<file path="src/hw/rtl/oda_pkg.sv">
package oda_pkg;

  localparam int MEM_WORDS_DEF   = 256;
  localparam int MAP_ENTRIES_DEF = 8;
  localparam int REG_COUNT       = 8;
  localparam int CFG_IDX_W       = 3;
  localparam int MAP_W           = 25;
  localparam int CNT_W           = 9;
  // Eight counts of up to 511 plus a subindex of up to 255.
  localparam int SUM_W           = 13;
  localparam int JOB_ADDR_W      = 16;

  localparam logic OP_GET   = 1'b0;
  localparam logic OP_SET   = 1'b1;
  localparam logic ST_OK    = 1'b0;
  localparam logic ST_RANGE = 1'b1;

  typedef struct packed {
    logic        opcode;
    logic [15:0] obj_index;
    logic [7:0]  sub_index;
    logic [31:0] write_value;
  } in_t;

  typedef struct packed {
    logic        status;
    logic [31:0] read_value;
    logic [7:0]  word_address;
  } out_t;

  typedef struct packed {
    logic                  op;
    logic                  ok;
    logic [JOB_ADDR_W-1:0] addr;
    logic [31:0]           wdata;
  } job_t;

  typedef struct packed {
    logic clearing;
  } back_stat_t;

endpackage

</file>
<file path="src/hw/rtl/oda_front.sv">
module oda_front #(
  parameter int MEM_WORDS   = oda_pkg::MEM_WORDS_DEF,
  parameter int MAP_ENTRIES = oda_pkg::MAP_ENTRIES_DEF
) (
  input  logic                           clk,
  input  logic                           rst_n,
  input  logic                           cfg_we,
  input  logic [oda_pkg::CFG_IDX_W-1:0]  cfg_index,
  input  logic [oda_pkg::MAP_W-1:0]      cfg_data,
  input  oda_pkg::in_t                   req,
  output oda_pkg::job_t                  job
);

  logic [oda_pkg::MAP_W-1:0] map_r [oda_pkg::REG_COUNT];

  always_ff @(posedge clk) begin
    if (!rst_n) begin
      for (int i = 0; i < oda_pkg::REG_COUNT; i++) begin
        map_r[i] <= '0;
      end
    end else if (cfg_we) begin
      map_r[cfg_index] <= cfg_data;
    end
  end

  logic                      found;
  logic                      hit;
  logic [oda_pkg::SUM_W-1:0] base;
  logic [oda_pkg::SUM_W-1:0] sum;

  // Walk the map in order; stop at the first index match.
  always_comb begin
    found = 1'b0;
    hit   = 1'b0;
    base  = '0;
    sum   = '0;
    for (int e = 0; e < MAP_ENTRIES; e++) begin
      if (!found) begin
        if (map_r[e][15:0] == req.obj_index) begin
          found = 1'b1;
          sum   = base + oda_pkg::SUM_W'(req.sub_index);
          hit   = ({1'b0, req.sub_index} < map_r[e][24:16]) &&
                  (17'(sum) < 17'(MEM_WORDS));
        end else begin
          base = base + oda_pkg::SUM_W'(map_r[e][24:16]);
        end
      end
    end
  end

  always_comb begin
    job.op    = req.opcode;
    job.ok    = hit;
    job.addr  = hit ? oda_pkg::JOB_ADDR_W'(sum) : '0;
    job.wdata = req.write_value;
  end

endmodule

</file>
<file path="config.mk">
export PLATFORM = sky130hd
export DESIGN_NAME = oda_front
export DESIGN_NICKNAME = d
export VERILOG_FILES = /design/src/hw/rtl/oda_pkg.sv /design/src/hw/rtl/oda_front.sv
export SDC_FILE = /design/constraint.sdc
export NUM_CORES = 1
export LEC_CHECK = 0
export ABC_AREA = 1
export ABC_CLOCK_PERIOD_IN_PS = 17000
export BUFFER_PORTS_ARGS = -buffer_cell sky130_fd_sc_hd__buf_2
export CAP_MARGIN = 15
export CELL_PAD_IN_SITES_DETAIL_PLACEMENT = 0
export CELL_PAD_IN_SITES_GLOBAL_PLACEMENT = 1
export CORE_MARGIN = 1.5
export CORE_UTILIZATION = 51
export CTS_BUF_LIST = sky130_fd_sc_hd__clkbuf_2 sky130_fd_sc_hd__clkbuf_4 sky130_fd_sc_hd__clkbuf_8
export DETAILED_ROUTE_END_ITERATION = 8
export GPL_ROUTABILITY_DRIVEN = 0
export PLACE_DENSITY = 0.95
export SLEW_MARGIN = 15
export SYNTH_ARGS = -nofsm -noshare
export SYNTH_HDL_FRONTEND = slang
export SYNTH_SLANG_ARGS = --single-unit
</file>
<file path="constraint.sdc">
create_clock -name clk -period 17 [get_ports clk]
set_input_delay 0 -clock clk [delete_from_list [all_inputs] [get_ports clk]]
set_output_delay 0 -clock clk [all_outputs]
set_load 0.01 [all_outputs]
</file>
==> results.py <==
metrics = {
    "critical_path": {
        "cp_slowest_cell": "inv_1",
        "worstPathArrival_ns": 11.01,
        "required_ns": 17.00,
        "crit_path_max_fanout": 16,
        "timing.critical_path.mode_cell": "inv_1",
        "slowest_delay_ns": 0.53,
        "worstSetupStartpointType": "flip-flop",
        "critPathKind": "reg -> out",
        "endpoint_kind": "primary output",
    },
    "cells_and_area": {
        "largest_reg_flops": 200,
        "final_common_cell": "nor2_1",
        "layout.nets": 2449,
        "syn2layout_area_growth_pct": 5.68,
        "most-common-layout-cells": "358 x nor2_1, 340 x nand2_1, 289 x inv_1",
        "drive_gt1_share_pct": 9.96,
        "top_regs": "map_r x200",
        "regMostFlops": "map_r",
    },
    "timing": {
        "setup_violations": 0,
        "fin_crit_sh_pct": 64.8,
        "hold_violations": 0,
        "max_freq_mhz": 90.8,
        "setup_tns_ns": 0,
        "hold_ws_ns": 0.00000344,
        "slew_headroom_pct": 29.9,
        "slew_violations": 0,
        "worst_pin_slew_ns": 1.04,
        "fin_ws_ns": 5.99,
        "rsz0062_at_grt": "no",
        "timing.final.crit_period_ns": 11.01,
    },
    "logic_synthesis": {
        "synth_seq_area_share_pct": 34.7,
        "postSynth.asyncResetShare_pct": 0,
        "synth.avg_cell_area_um2": 8.02,
        "synth_edf_count": 200,
        "yosys_warnings": 0,
        "ys_types": 64,
        "netlist_instances": 2158,
        "dominantRegCellSynth": "edfxtp_1",
        "ys_seq_elements": 200,
        "syn_area_um2": 17300,
    },
    "detailed_routing": {
        "wl_um": 46100,
        "ant_nets": 0,
        "via_per_inst": 5.43,
        "dr_total_vias": 14400,
        "drc": 0,
        "drt-pass1-iter-count": 8,
        "dr.first_iter.drc_count": 1093,
        "post_drt_wl_per_cell_um": 17.4,
    },
    "min_path": {
        "min_path_cells": 0,
        "min_to": "job[6]",
        "hold_start": "req[6]",
        "min_path_type": "in -> out",
    },
    "run": {
        "cap_violations": 0,
    },
    "global_routing": {
        "grt_max_degree": 27,
        "gr-total-overflow": 0,
        "track_usage_pct": 26.7,
        "grt_pass1_wl_um": 73400,
        "first_global_vias": 14100,
        "antenna_found_initial": 1,
    },
    "clock_tree": {
        "cts_sinks": 200,
        "clockBufferDepth": 2,
        "h-tree-depth": 4,
        "numCtsBuffers": 17,
        "path_clk_slew_ns": 0.11,
        "ctsResizeCount": 0,
        "cts-root-buf": "clkbuf_8",
        "cts_tree": "yes",
    },
    "status": {
        "outcome": "complete, no violations",
    },
    "floorplanning": {
        "dieWidth_um": 187,
        "dieArea_um2": 35000,
        "rows": 67,
        "die_h_um": 187,
        "ioPinCount": 138,
        "core-area_um2": 33400,
        "start_util_pct": 51.7,
    },
    "placement": {
        "pre_cts_ws_ns": 6.66,
        "place_hpwl_um": 35400,
        "portBuffers": 63,
    },
    "pwr": {
        "ir_worst_vdd_mv": 0.232,
        "power.density_nw_per_um2": 200,
        "p_leak_nw": 8.55,
    },
}
==> cell families (layout without fill, tap and decap cells) <==
group                    Yosys count  after routing  synth area share (%)
AND/OR/NAND/NOR                  912            912                  23.7
flip-flops                       200            200                  34.7
AO/OA/AOI/OAI                    323            323                  11.0
other                              1              9                0.0217
multiplexers                       2              2                 0.116
XOR/XNOR                         143            143                  7.24
buffers and inverters            402            436                  10.1
adder cells (fa/ha/maj)          175            175                  13.1
==> worst max-delay path by stage <==
stage	from	slack, ns	endpoint
after global placement	map_r[0][0]$_SDFFCE_PN0P_	7.03	job[32]
after global routing	map_r[0][2]$_SDFFCE_PN0P_	4.76	job[33]
after CTS	map_r[0][2]$_SDFFCE_PN0P_	6.09	job[38]
after floorplan	map_r[0][0]$_SDFFCE_PN0P_	8.44	job[32]
final	map_r[0][2]$_SDFFCE_PN0P_	5.99	job[38]
after detailed placement	map_r[0][2]$_SDFFCE_PN0P_	6.66	job[38]
==> per-stage QoR <==
stage / total power [mW] / cell area [µm²] / utilization [%] / std cells
after floorplan: 2.89 / 17300 / - / 2165
after global placement: 3.26 / 17700 / 53.1 / 2601
after detailed placement: 3.34 / 17700 / 53.1 / 2601
after CTS: 3.64 / 18300 / 54.6 / 2647
after global routing: 4.08 / 18300 / 54.7 / 2647
final: 3.65 / 18300 / 54.7 / 2648
==> per-layer routing <==
layer  up-vias  GRT usage [%]  wire length (µm)
met5         -              0                 0
met4         0           8.47              1300
met3        80           2.36              2430
met2       437           48.7             23000
met1      6744           33.1             19400
li1       7111              -                 -
==> final cells by class <==
type	instances	area [µm²]
Antenna cell	1	2.50
Multi-Input combinational cell	1563	9600
Tap cell	448	561
Clock buffer	17	234
Fill cell	3054	15200
Inverter	315	1180
Clock inverter	15	155
Timing Repair Buffer	89	546
Sequential cell	200	6010
==> repair_timing <==
action,CTS,global route
hold endpoints to repair,94,0
hold buffers,14,0
buffers inserted,0,0
==> Yosys cell counts, types with 4 or more instances <==
library cell | n | area share (%)
a211oi_1 | 5 | 0.22
a21boi_0 | 4 | 0.17
a21o_1 | 11 | 0.48
a21oi_1 | 147 | 4.3
a21oi_2 | 10 | 0.51
a31oi_1 | 6 | 0.22
and2_1 | 5 | 0.18
buf_2 | 4 | 0.12
buf_4 | 58 | 2.5
clkbuf_1 | 23 | 0.50
clkinv_1 | 4 | 0.087
edfxtp_1 | 200 | 35
fa_1 | 11 | 1.3
ha_1 | 164 | 12
inv_1 | 289 | 6.3
inv_2 | 22 | 0.48
nand2_1 | 344 | 7.5
nand2_2 | 16 | 0.58
nand2_4 | 9 | 0.59
nand3_1 | 64 | 1.9
nand3_2 | 6 | 0.35
nand3_4 | 6 | 0.61
nand3b_1 | 9 | 0.39
nand4_1 | 21 | 0.76
nor2_1 | 358 | 7.8
nor2_2 | 5 | 0.18
nor3_1 | 14 | 0.40
nor3b_1 | 6 | 0.26
nor4_1 | 9 | 0.33
o2111ai_1 | 4 | 0.20
o211ai_1 | 12 | 0.52
o21ai_0 | 70 | 2.0
o21bai_1 | 22 | 0.95
o22ai_1 | 6 | 0.22
o31ai_1 | 5 | 0.22
or2_2 | 22 | 0.80
xnor2_1 | 67 | 3.4
xor2_1 | 76 | 3.8
==> critical path, delay by kind of cell, from the launching register on <==
kind	cells	cell delay, ns
AO/OA/AOI/OAI	14	2.84
XOR/XNOR	3	0.52
adder cells (fa/ha/maj)	8	2.80
buffers and inverters	11	1.40
flip-flops	1	0.40
AND/OR/NAND/NOR	17	2.61
==> power breakdown <==
| part | internal [mW] | switching [mW] | total (mW) |
|---|---|---|---|
| logic | 1.08 | 1.68 | 2.76 |
| clock network | 0.110 | 0.186 | 0.296 |
| registers | 0.574 | 0.0183 | 0.592 |
No activity file was read; power rests on OpenSTA's default activity.
