$ cat config.mk
export PLATFORM = sky130hd
export DESIGN_NAME = oda_queue
export DESIGN_NICKNAME = d
export VERILOG_FILES = /design/src/hw/rtl/oda_pkg.sv /design/src/hw/rtl/oda_queue.sv
export SDC_FILE = /design/constraint.sdc
export NUM_CORES = 1
export LEC_CHECK = 0
export BUFFER_PORTS_ARGS = -buffer_cell sky130_fd_sc_hd__buf_4
export CAP_MARGIN = 30
export CORE_ASPECT_RATIO = 1.25
export CORE_MARGIN = 2
export CORE_UTILIZATION = 52
export CTS_CLUSTER_DIAMETER = 50
export DETAILED_ROUTE_END_ITERATION = 10
export PLACE_DENSITY = 0.82
export SLEW_MARGIN = 20
export SYNTH_ARGS = -nofsm -noshare
export SYNTH_HDL_FRONTEND = slang
export SYNTH_SLANG_ARGS = --single-unit
$ cat constraint.sdc
create_clock -name clk -period 3.6 [get_ports clk]
set_input_delay 0.18 -clock clk [delete_from_list [all_inputs] [get_ports clk]]
set_output_delay 0.18 -clock clk [all_outputs]
set_load 0.01 [all_outputs]
$ cat src/hw/rtl/oda_pkg.sv
package oda_pkg;

  localparam int MEM_WORDS_DEF   = 256;
  localparam int MAP_ENTRIES_DEF = 8;
  localparam int REG_COUNT       = 8;
  localparam int CFG_IDX_W       = 3;
  localparam int MAP_W           = 25;
  localparam int CNT_W           = 9;
  // Eight counts of up to 511 plus a subindex of up to 255.
  localparam int SUM_W           = 13;
  localparam int JOB_ADDR_W      = 16;

  localparam logic OP_GET   = 1'b0;
  localparam logic OP_SET   = 1'b1;
  localparam logic ST_OK    = 1'b0;
  localparam logic ST_RANGE = 1'b1;

  typedef struct packed {
    logic        opcode;
    logic [15:0] obj_index;
    logic [7:0]  sub_index;
    logic [31:0] write_value;
  } in_t;

  typedef struct packed {
    logic        status;
    logic [31:0] read_value;
    logic [7:0]  word_address;
  } out_t;

  typedef struct packed {
    logic                  op;
    logic                  ok;
    logic [JOB_ADDR_W-1:0] addr;
    logic [31:0]           wdata;
  } job_t;

  typedef struct packed {
    logic clearing;
  } back_stat_t;

endpackage

$ cat src/hw/rtl/oda_queue.sv
module oda_queue (
  input  logic          clk,
  input  logic          rst_n,
  input  logic          push,
  input  oda_pkg::job_t push_job,
  input  logic          pop,
  output logic          nonempty,
  output logic          full,
  output oda_pkg::job_t head
);

  oda_pkg::job_t slot_r [2];
  logic          wr_ptr_r, wr_ptr_nxt;
  logic          rd_ptr_r, rd_ptr_nxt;
  logic [1:0]    count_r, count_nxt;

  assign nonempty = (count_r != 2'd0);
  assign full     = (count_r == 2'd2);
  assign head     = slot_r[rd_ptr_r];

  always_comb begin
    wr_ptr_nxt = push ? ~wr_ptr_r : wr_ptr_r;
    rd_ptr_nxt = pop ? ~rd_ptr_r : rd_ptr_r;
    count_nxt  = count_r + 2'(push) - 2'(pop);
  end

  always_ff @(posedge clk) begin
    if (!rst_n) begin
      wr_ptr_r <= 1'b0;
      rd_ptr_r <= 1'b0;
      count_r  <= 2'd0;
    end else begin
      wr_ptr_r <= wr_ptr_nxt;
      rd_ptr_r <= rd_ptr_nxt;
      count_r  <= count_nxt;
    end
  end

  always_ff @(posedge clk) begin
    if (push) begin
      slot_r[wr_ptr_r] <= push_job;
    end
  end

endmodule

==> results.yml, run 1 <==
power_and_ir_drop:
  power_density_mw_per_mm2: 458.5
  irDropWorstVdd_mv: 0.4047
  power.leakage_uw: 0.002192
worst_setup_path:
  cp_top_family: "flip-flops"
  timing.rr.end: "slot_r[0][11]"
  r2r_slack_ps: 1910
  slowest_delay_ps: 980
  worstPathArrival_ps: 1850
  path_max_fanout: 50
  startpoint_type: "register"
  cp.required_ps: 3420
  r2r_start: "wr_ptr_r"
  end_kind: "output port"
  path_class: "reg2out"
  cp_cell_sequence: "mux2_4 -> buf_4"
  reg2reg_depth: 2
  critPathBufInv: 1
  crit_path_top_delay_cell: "dfxtp_4"
worst_hold_path:
  worstHoldPathType: "in2reg"
  hold_end: "slot_r[1][42]"
  hold_depth: 1
  worstHoldStart: "push_job[42]"
clock_tree:
  clockBufferDepth: 2
  cts_inserted_buffers: 9
  clk_latency_ps: 350
  cts.repair.resized: 0
  cts_root_buf: "clkbuf_8"
  clkSlewWorstSetupHoldPaths_ps: 80
  htree_levels: 3
  clkSinkCount: 105
  cts_tree: "yes"
routing:
  wl_met2_mm: 3.774
  drt_iter0_drc: 92
  drtAntennaViolNets: 0
  drt-vias-per-instance: 4.840
  remaining_drc_errors: 0
  wl_met1_mm: 2.469
  avgRoutedWirePerCell_um: 15.74
  top_layer: "met4"
  first_pass_iters: 4
  met3_length_um: 316
  routed_wl_mm: 6.707
  vias: 2062
floorplan:
  fp-row-count: 36
  die_width_um: 83.35
  dieArea_sq_mm: 0.008601
  pin_count: 106
  start_util: 0.5314
  core_sq_mm: 0.007702
  die_height_um: 103.2
finish:
  regArea_sq_mm: 0.003107
  final_cell_area_sq_mm: 0.005492
  layout-drive-gt1-share: 0.5227
  fill_cells: 507
  antennaDiodeCount: 0
  areaGrowthSynthToFinish_pct: 34.18
  multi_input_area_sq_um: 880.8
  fin_nets: 384
sta:
  fin_hold_ws_ps: 18.69
  hold_viol_final: 0
  skew_ps: 6.254
  period_minus_slack_ps: 2027
  tightest_slew_ps: 931.4
  setup_viol: 0
  max_freq_mhz: 493.5
  fin_crit_sh: 0.5629
  rsz0062_at_grt: "false"
  finalSetupTns_ps: 0
  relSlewSlack: 0.3790
  drv_slew: 0
synth:
  syn_nets: 233
  yosysUniqueCellTypes: 13
  syn-cell-area_sq_mm: 0.004093
  synth_top_family_by_area: "multiplexers"
  seq_area_frac_synth: 0.7582
  ys_ff_latch: 105
  synth.avg_cell_area_sq_um: 23.12
  synth_xor_area_frac: 0.007643
  muxShareOfSynthArea: 0.1834
  synthCells: 177
  yosys_warnings: 0
  yosys.area_share.simple: 0.01376
  synth_fa_ha_area_frac: 0.006114
  synth_compound_area_frac: 0.001834
grt:
  grt_pass1_vias: 2011
  antenna_found_initial: 0
  grt_use_total: 0.1483
  overflow: 0
  grt_start_max_net_pins: 51
  grt_pass1_wl_mm: 9.528
flow_run:
  maxCapViolCount: 0
place:
  dp_hpwl_mm: 4.030
  place_area_sq_mm: 0.004910
  gp_congestion: 0.6680
  port-buffer-count: 105
status:
  status: "complete, no violations"
[synthesized netlist by cell type]
| cell | count | area share |
|---|---|---|
| nor2b_1 | 4 | 0.0061 |
| inv_1 | 2 | 0.0018 |
| and2_1 | 4 | 0.0061 |
| or2_2 | 1 | 0.0015 |
| buf_6 | 1 | 0.0028 |
| mux2_4 | 50 | 0.18 |
| o21a_1 | 1 | 0.0018 |
| edfxtp_1 | 100 | 0.73 |
| dfxtp_1 | 5 | 0.024 |
| buf_12 | 5 | 0.024 |
| ha_1 | 2 | 0.0061 |
| xnor3_1 | 1 | 0.0055 |
| xor2_1 | 1 | 0.0021 |
[layer usage]
layer / up-vias / global-route usage
li1: 983 / -
met1: 999 / 0.1706
met2: 68 / 0.2630
met3: 12 / 0.04286
met4: 0 / 0.06431
met5: - / 0
[area by class of cell]
type | count | share of cell area
Tap cell | 95 | 0.02165
Timing Repair Buffer | 146 | 0.2178
Sequential cell | 105 | 0.5657
Clock inverter | 5 | 0.01048
Inverter | 2 | 0.001367
Clock buffer | 9 | 0.02256
Multi-Input combinational cell | 64 | 0.1604
[where the power goes]
group          leakage [uW]  switching, uW  internal, uW  total [uW]
Combinational       0.00113            135           255         391
Sequential         0.000981           49.5          1410        1460
Clock             0.0000852            354           314         668
[stage by stage]
stage / std cells / worst slack (ps) / utilization / power [uW]
finish: 426 / 1574 / 0.7130 / 2518
CTS: 409 / 1533 / 0.6909 / 2525
detailed placement: 372 / 1880 / 0.6374 / 1846
floorplan: 177 / 573.3 / - / 1692
global placement: 372 / 1836 / 0.6373 / 1834
global route: 426 / 1471 / 0.7130 / 2617
[how the worst max path moves through the flow]
stage / from / endpoint / slack (ps) / cells after the start
after floorplan: wr_ptr_r / slot_r[0][0] / 570 / 1
after global placement: wr_ptr_r / slot_r[1][2] / 1840 / 1
after detailed placement: wr_ptr_r / slot_r[0][12] / 1880 / 2
after CTS: register / head[27] / 1530 / 2
after global routing: register / head[11] / 1470 / 2
final: register / head[11] / 1570 / 2
[cell families (layout without fill, tap and decap cells)]
kind of cell	count (synthesis)	count (layout)
AOI/OAI and AO/OA	1	1
xor gates and xnor gates	2	2
adders and majority gates	2	2
buffers and inverters	8	162
DFF	105	105
muxes	50	50
and+or+nand+nor	9	9
[cells in the final DEF, fill, tap and decap left out]
| cell type | synthesis | final |
|---|---|---|
| buf_4 | 0 | 106 |
| edfxtp_1 | 100 | 100 |
| mux2_4 | 50 | 50 |
| dlygate4sd3_1 | 0 | 40 |
| clkbuf_8 | 0 | 9 |
| dfxtp_1 | 5 | 4 |
| nor2b_1 | 4 | 3 |
| and2_1 | 4 | 3 |
| inv_1 | 2 | 2 |
| ha_1 | 2 | 2 |
| clkinvlp_4 | 0 | 2 |
| and2_4 | 0 | 1 |
| xor2_1 | 1 | 1 |
| or2_2 | 1 | 1 |
| nor2b_4 | 0 | 1 |
| o21a_1 | 1 | 1 |
| xnor3_1 | 1 | 1 |
| dfxtp_4 | 0 | 1 |
| inv_6 | 0 | 1 |
| clkinv_1 | 0 | 1 |
| bufinv_16 | 0 | 1 |
[what timing repair did]
item | CTS | global route
endpoints found under the hold margin | 44 | 31
buffers inserted | 0 | 0
hold buffers | 23 | 17
[registers in the layout, indices dropped and copies added, names as in the netlist, named ones only]
signal / cells
rd_ptr_r: 1
count_r: 2
wr_ptr_r: 1
slot_r: 100
[worst register-to-register path, cell delays in order, from the launching register on]
cell and delay (ps):
dfxtp_1 350, nor2b_4 460, buf_4 520
No activity file was read; power rests on OpenSTA's default activity.
==> run 2: changes to the inputs <==
==> constraint.sdc (replaced) <==
create_clock -name clk -period 1.9 [get_ports clk]
set_input_delay 0.095 -clock clk [delete_from_list [all_inputs] [get_ports clk]]
set_output_delay 0.095 -clock clk [all_outputs]
set_load 0.01 [all_outputs]
==> results.yml, run 2 (synthesis gave the netlist of run 1 again) <==
status:
  status: "complete, no violations"
flow_run:
  maxCapViolCount: 0
place:
  dp.cells: 376
  port-buffer-count: 105
  gp_congestion: 0.6617
  dp_hpwl_mm: 4.369
sta:
  period_minus_slack_ps: 1739
  tightest_slew_ps: 441.8
  skew_ps: 4.517
  hold_viol_final: 0
  drv_slew: 0
  fin_crit_sh: 0.9154
  finalSetupTns_ps: 0
  relSlewSlack: 0.7054
  max_freq_mhz: 575.0
  rsz0062_at_grt: "false"
  setup_viol: 0
grt:
  overflow: 0
  grt_use_total: 0.1711
  antenna_found_initial: 0
  grt_pass1_wl_mm: 10.66
  grt_pass1_vias: 2177
  grt_start_max_net_pins: 51
clock_tree:
  cts_setup_buffers: 0
  clk_latency_ps: 360
  htree_levels: 3
  clkSinkCount: 105
  cts_root_buf: "clkbuf_8"
  cts_inserted_buffers: 9
  cts_tree: "yes"
  clkSlewWorstSetupHoldPaths_ps: 90
  clockBufferDepth: 2
  cts.repair.resized: 0
  ctsHoldBuffers: 51
power_and_ir_drop:
  power_density_mw_per_mm2: 850.5
  power.leakage_uw: 0.002273
  irDropWorstVdd_mv: 0.6142
worst_setup_path:
  cp.required_ps: 1800
  path_max_fanout: 19
  end_kind: "output port"
  path_class: "reg2out"
  worstPathArrival_ps: 1640
  startpoint_type: "register"
routing:
  routed_wl_mm: 7.048
  first_pass_iters: 4
  remaining_drc_errors: 0
  drt_iter0_drc: 61
  drtAntennaViolNets: 0
  avgRoutedWirePerCell_um: 15.91
  drt-vias-per-instance: 4.844
  vias: 2146
floorplan:
  start_util: 0.5314
  die_width_um: 83.35
  die_height_um: 103.2
  pin_count: 106
  dieArea_sq_mm: 0.008601
  core_sq_mm: 0.007702
  fp-row-count: 36
finish:
  final_cell_mix: "107 x buf_4, 100 x edfxtp_1, 51 x dlygate4sd3_1, 50 x mux2_4, 9 x clkbuf_8"
  antennaDiodeCount: 0
  top_register: "slot_r"
  final_common_cell: "buf_4"
  fill_cells: 474
  layout-drive-gt1-share: 0.5115
  reg.largest.list: "slot_r: 100 flops, count_r: 2 flops"
  fin_nets: 399
  areaGrowthSynthToFinish_pct: 38.61
  largest_register_ff_count: 100
  stdcell_count: 443
worst_hold_path:
  worstHoldPathType: "in2reg"
[run 2: cell count changes in the layout (fill, tap and decap cells not counted), sizes merged]
cell and change:
dlygate4sd3 +11, buf +4, clkinv +2, clkbuf +1, inv -1
[run 2: through the flow]
stage	cell area, sq um	setup WS (ps)	utilization	power, uW	hold slack [ps]
after floorplan	4101	395.4	-	3203	193.9
after global placement	4976	550.2	0.6460	3492	280.2
after detailed placement	4976	544.6	0.6460	3517	282.4
after CTS	5673	135.0	0.7365	4874	57.85
after global routing	5673	91.28	0.7365	5028	55.97
final	5673	160.7	0.7365	4825	82.08
[run 2: metal layers]
layer  up-vias  GRT usage  routed length (um)
met2        65     0.3127                3981
met5         -          0                   0
met1      1056     0.1790                2571
met4         0    0.07818                 127
li1       1015          -                   -
met3        10    0.06111                 368
[run 2: area by class of cell]
class / instances / area, sq um / share of cell area
Sequential cell: 105 / 3107 / 0.5476
Timing Repair Buffer: 161 / 1374 / 0.2422
Multi-Input combinational cell: 64 / 879.6 / 0.1551
Clock buffer: 10 / 127.6 / 0.02250
Tap cell: 95 / 118.9 / 0.02095
Clock inverter: 6 / 58.81 / 0.01037
Inverter: 2 / 7.507 / 0.001323
[run 2: report_power, final]
group | internal, uW | switching, uW
clock network | 600 | 681
registers | 2670 | 57.9
logic | 515 | 300
total | 3790 | 1040
[run 2: critical path, stage by stage (launching register included)]
cell and delay, ps:
dfxtp_4 560, buf_12 240, mux2_4 320, buf_4 150
[run 2: final timing paths]
| kind | startpoint | to | slack [ps] | cells after the start |
|---|---|---|---|---|
| setup / recovery | register | head[23] | 160 | 3 |
| hold / removal | push | wr_ptr_r | 80 | 3 |
| setup reg to reg | count_r[0] | count_r[1] | 640 | 6 |
| hold reg to reg | rd_ptr_r | rd_ptr_r | 590 | 2 |
==> run 3: changes to the inputs <==
--- a/config.mk
+++ b/config.mk
@@ -9,10 +9,10 @@
 export CAP_MARGIN = 30
 export CORE_ASPECT_RATIO = 1.25
 export CORE_MARGIN = 2
-export CORE_UTILIZATION = 52
+export CORE_UTILIZATION = 35
 export CTS_CLUSTER_DIAMETER = 50
 export DETAILED_ROUTE_END_ITERATION = 10
-export PLACE_DENSITY = 0.82
+export PLACE_DENSITY = 0.6
 export SLEW_MARGIN = 20
 export SYNTH_ARGS = -nofsm -noshare
 export SYNTH_HDL_FRONTEND = slang
==> constraint.sdc (replaced) <==
create_clock -name clk -period 1.9 [get_ports clk]
set_input_delay 0.285 -clock clk [delete_from_list [all_inputs] [get_ports clk]]
set_output_delay 0.285 -clock clk [all_outputs]
set_load 0.01 [all_outputs]
==> results.yml, run 3 (synthesis gave the netlist of run 1 again) <==
grt:
  grt_pass1_vias: 1966
  grt_pass1_wl_mm: 10.01
  overflow: 0
  grt_use_total: 0.1087
  grt_start_max_net_pins: 34
  antenna_found_initial: 0
floorplan:
  die_width_um: 100.7
  core_sq_mm: 0.01151
  fp-row-count: 44
  start_util: 0.3557
  pin_count: 106
  die_height_um: 124.9
  dieArea_sq_mm: 0.01258
sta:
  setup_viol: 0
  rsz0062_at_grt: "false"
  period_minus_slack_ps: 1698
  layout_setup_ws_ps: 202.2
  skew_ps: 7.409
  finalSetupTns_ps: 0
  relSlewSlack: 0.6911
  tightest_slew_ps: 463.3
  drv_slew: 0
  max_freq_mhz: 589.0
  fin_crit_sh: 0.8936
  hold_viol_final: 0
place:
  gp_congestion: 0.6551
  place_area_sq_mm: 0.005040
  dp_hpwl_mm: 4.622
  port-buffer-count: 105
  post-place-ws_ps: 374.6
routing:
  routed_wl_mm: 6.709
  drt_iter0_drc: 81
  first_pass_iters: 4
  vias: 1965
  drt-vias-per-instance: 4.436
  remaining_drc_errors: 0
  avgRoutedWirePerCell_um: 15.14
  drtAntennaViolNets: 0
finish:
  antennaDiodeCount: 0
  areaGrowthSynthToFinish_pct: 32.28
  largest_register_ff_count: 100
  layout-drive-gt1-share: 0.6098
  fin_nets: 356
  final_common_cell: "buf_4"
  final_cell_mix: "116 x buf_4, 100 x edfxtp_1, 50 x mux2_4, 9 x clkbuf_16, 4 x dfxtp_1"
  top_register: "slot_r"
  fill_cells: 982
  final_cell_area_sq_mm: 0.005414
  reg.largest.list: "slot_r: 100 flops, count_r: 2 flops"
clock_tree:
  htree_levels: 3
  clkSinkCount: 105
  clockBufferDepth: 2
  cts_tree: "yes"
  ctsHoldBuffers: 0
  cts_inserted_buffers: 9
  cts_root_buf: "clkbuf_16"
  clkSlewWorstSetupHoldPaths_ps: 70
  clk_latency_ps: 330
  cts.repair.resized: 0
worst_setup_path:
  path_max_fanout: 9
  path_class: "reg2out"
  end_kind: "output port"
  worstPathArrival_ps: 1410
  startpoint_type: "register"
  r2r_slack_ps: 580
  cp.required_ps: 1620
status:
  status: "complete, no violations"
worst_hold_path:
  worstHoldPathType: "in2reg"
flow_run:
  maxCapViolCount: 0
power_and_ir_drop:
  power_density_mw_per_mm2: 1017
  irDropWorstVdd_mv: 0.4451
  power_uw: 5508
  power.leakage_uw: 0.002172
==> run 3: changes by cell type in the layout (fill, tap and decap cells not counted) <==
cell           previous run  this run
clkinv_1                  1         0
clkbuf_16                 0         9
dlygate4sd3_1            51         0
clkinv_4                  0         1
clkinv_2                  2         1
clkbuf_1                  1         2
clkbuf_8                  9         0
buf_4                   107       116
clkinvlp_4                2         0
buf_12                    3         2
bufinv_16                 1         3
==> run 3: final cells by class <==
| cell class | count | area (sq um) | area share |
|---|---|---|---|
| Sequential cell | 105 | 3107 | 0.5738 |
| Timing Repair Buffer | 118 | 910.9 | 0.1682 |
| Multi-Input combinational cell | 64 | 879.6 | 0.1625 |
| Clock buffer | 11 | 232.7 | 0.04299 |
| Tap cell | 138 | 172.7 | 0.03189 |
| Clock inverter | 5 | 103.9 | 0.01918 |
| Inverter | 2 | 7.507 | 0.001387 |
==> run 3: per-stage QoR <==
stage	utilization	instances	hold slack, ps
3_3_place_gp	0.4380	422	470.5
3_5_place_dp	0.4380	422	472.4
5_1_grt	0.4705	443	111.2
4_1_cts	0.4673	438	113.2
2_1_floorplan	-	177	383.9
6_report	0.4705	443	130.4
==> run 3: path summary, 6_finish.rpt <==
check	start	end	cells past startpoint
setup / recovery	register	head[26]	3
hold / removal	push_job[44]	slot_r[0][44]	1
setup reg to reg	wr_ptr_r	slot_r[1][42]	2
hold reg to reg	rd_ptr_r	register	2
==> run 3: power breakdown <==
| group | switching (uW) | internal [uW] | total (uW) |
|---|---|---|---|
| clock | 748 | 1290 | 2040 |
| sequential | 44.4 | 2670 | 2720 |
| combinational | 291 | 462 | 753 |
| total | 1080 | 4420 | 5510 |
==> run 3: critical path, cell delays in order (launching register included) <==
cell and delay, ps:
dfxtp_4 430, buf_4 200, mux2_4 310, buf_4 140
==> run 3: per-layer routing <==
metal	global-route usage	wire (um)
met3	0.03311	308
met2	0.1961	3783
met4	0.04835	103
met5	0	0
met1	0.1137	2513
==> run 3: what timing repair did <==
action | CTS | global route
buffers inserted | 0 | 5
endpoints found under the hold margin | 0 | 0
setup endpoints to repair | 0 | 17
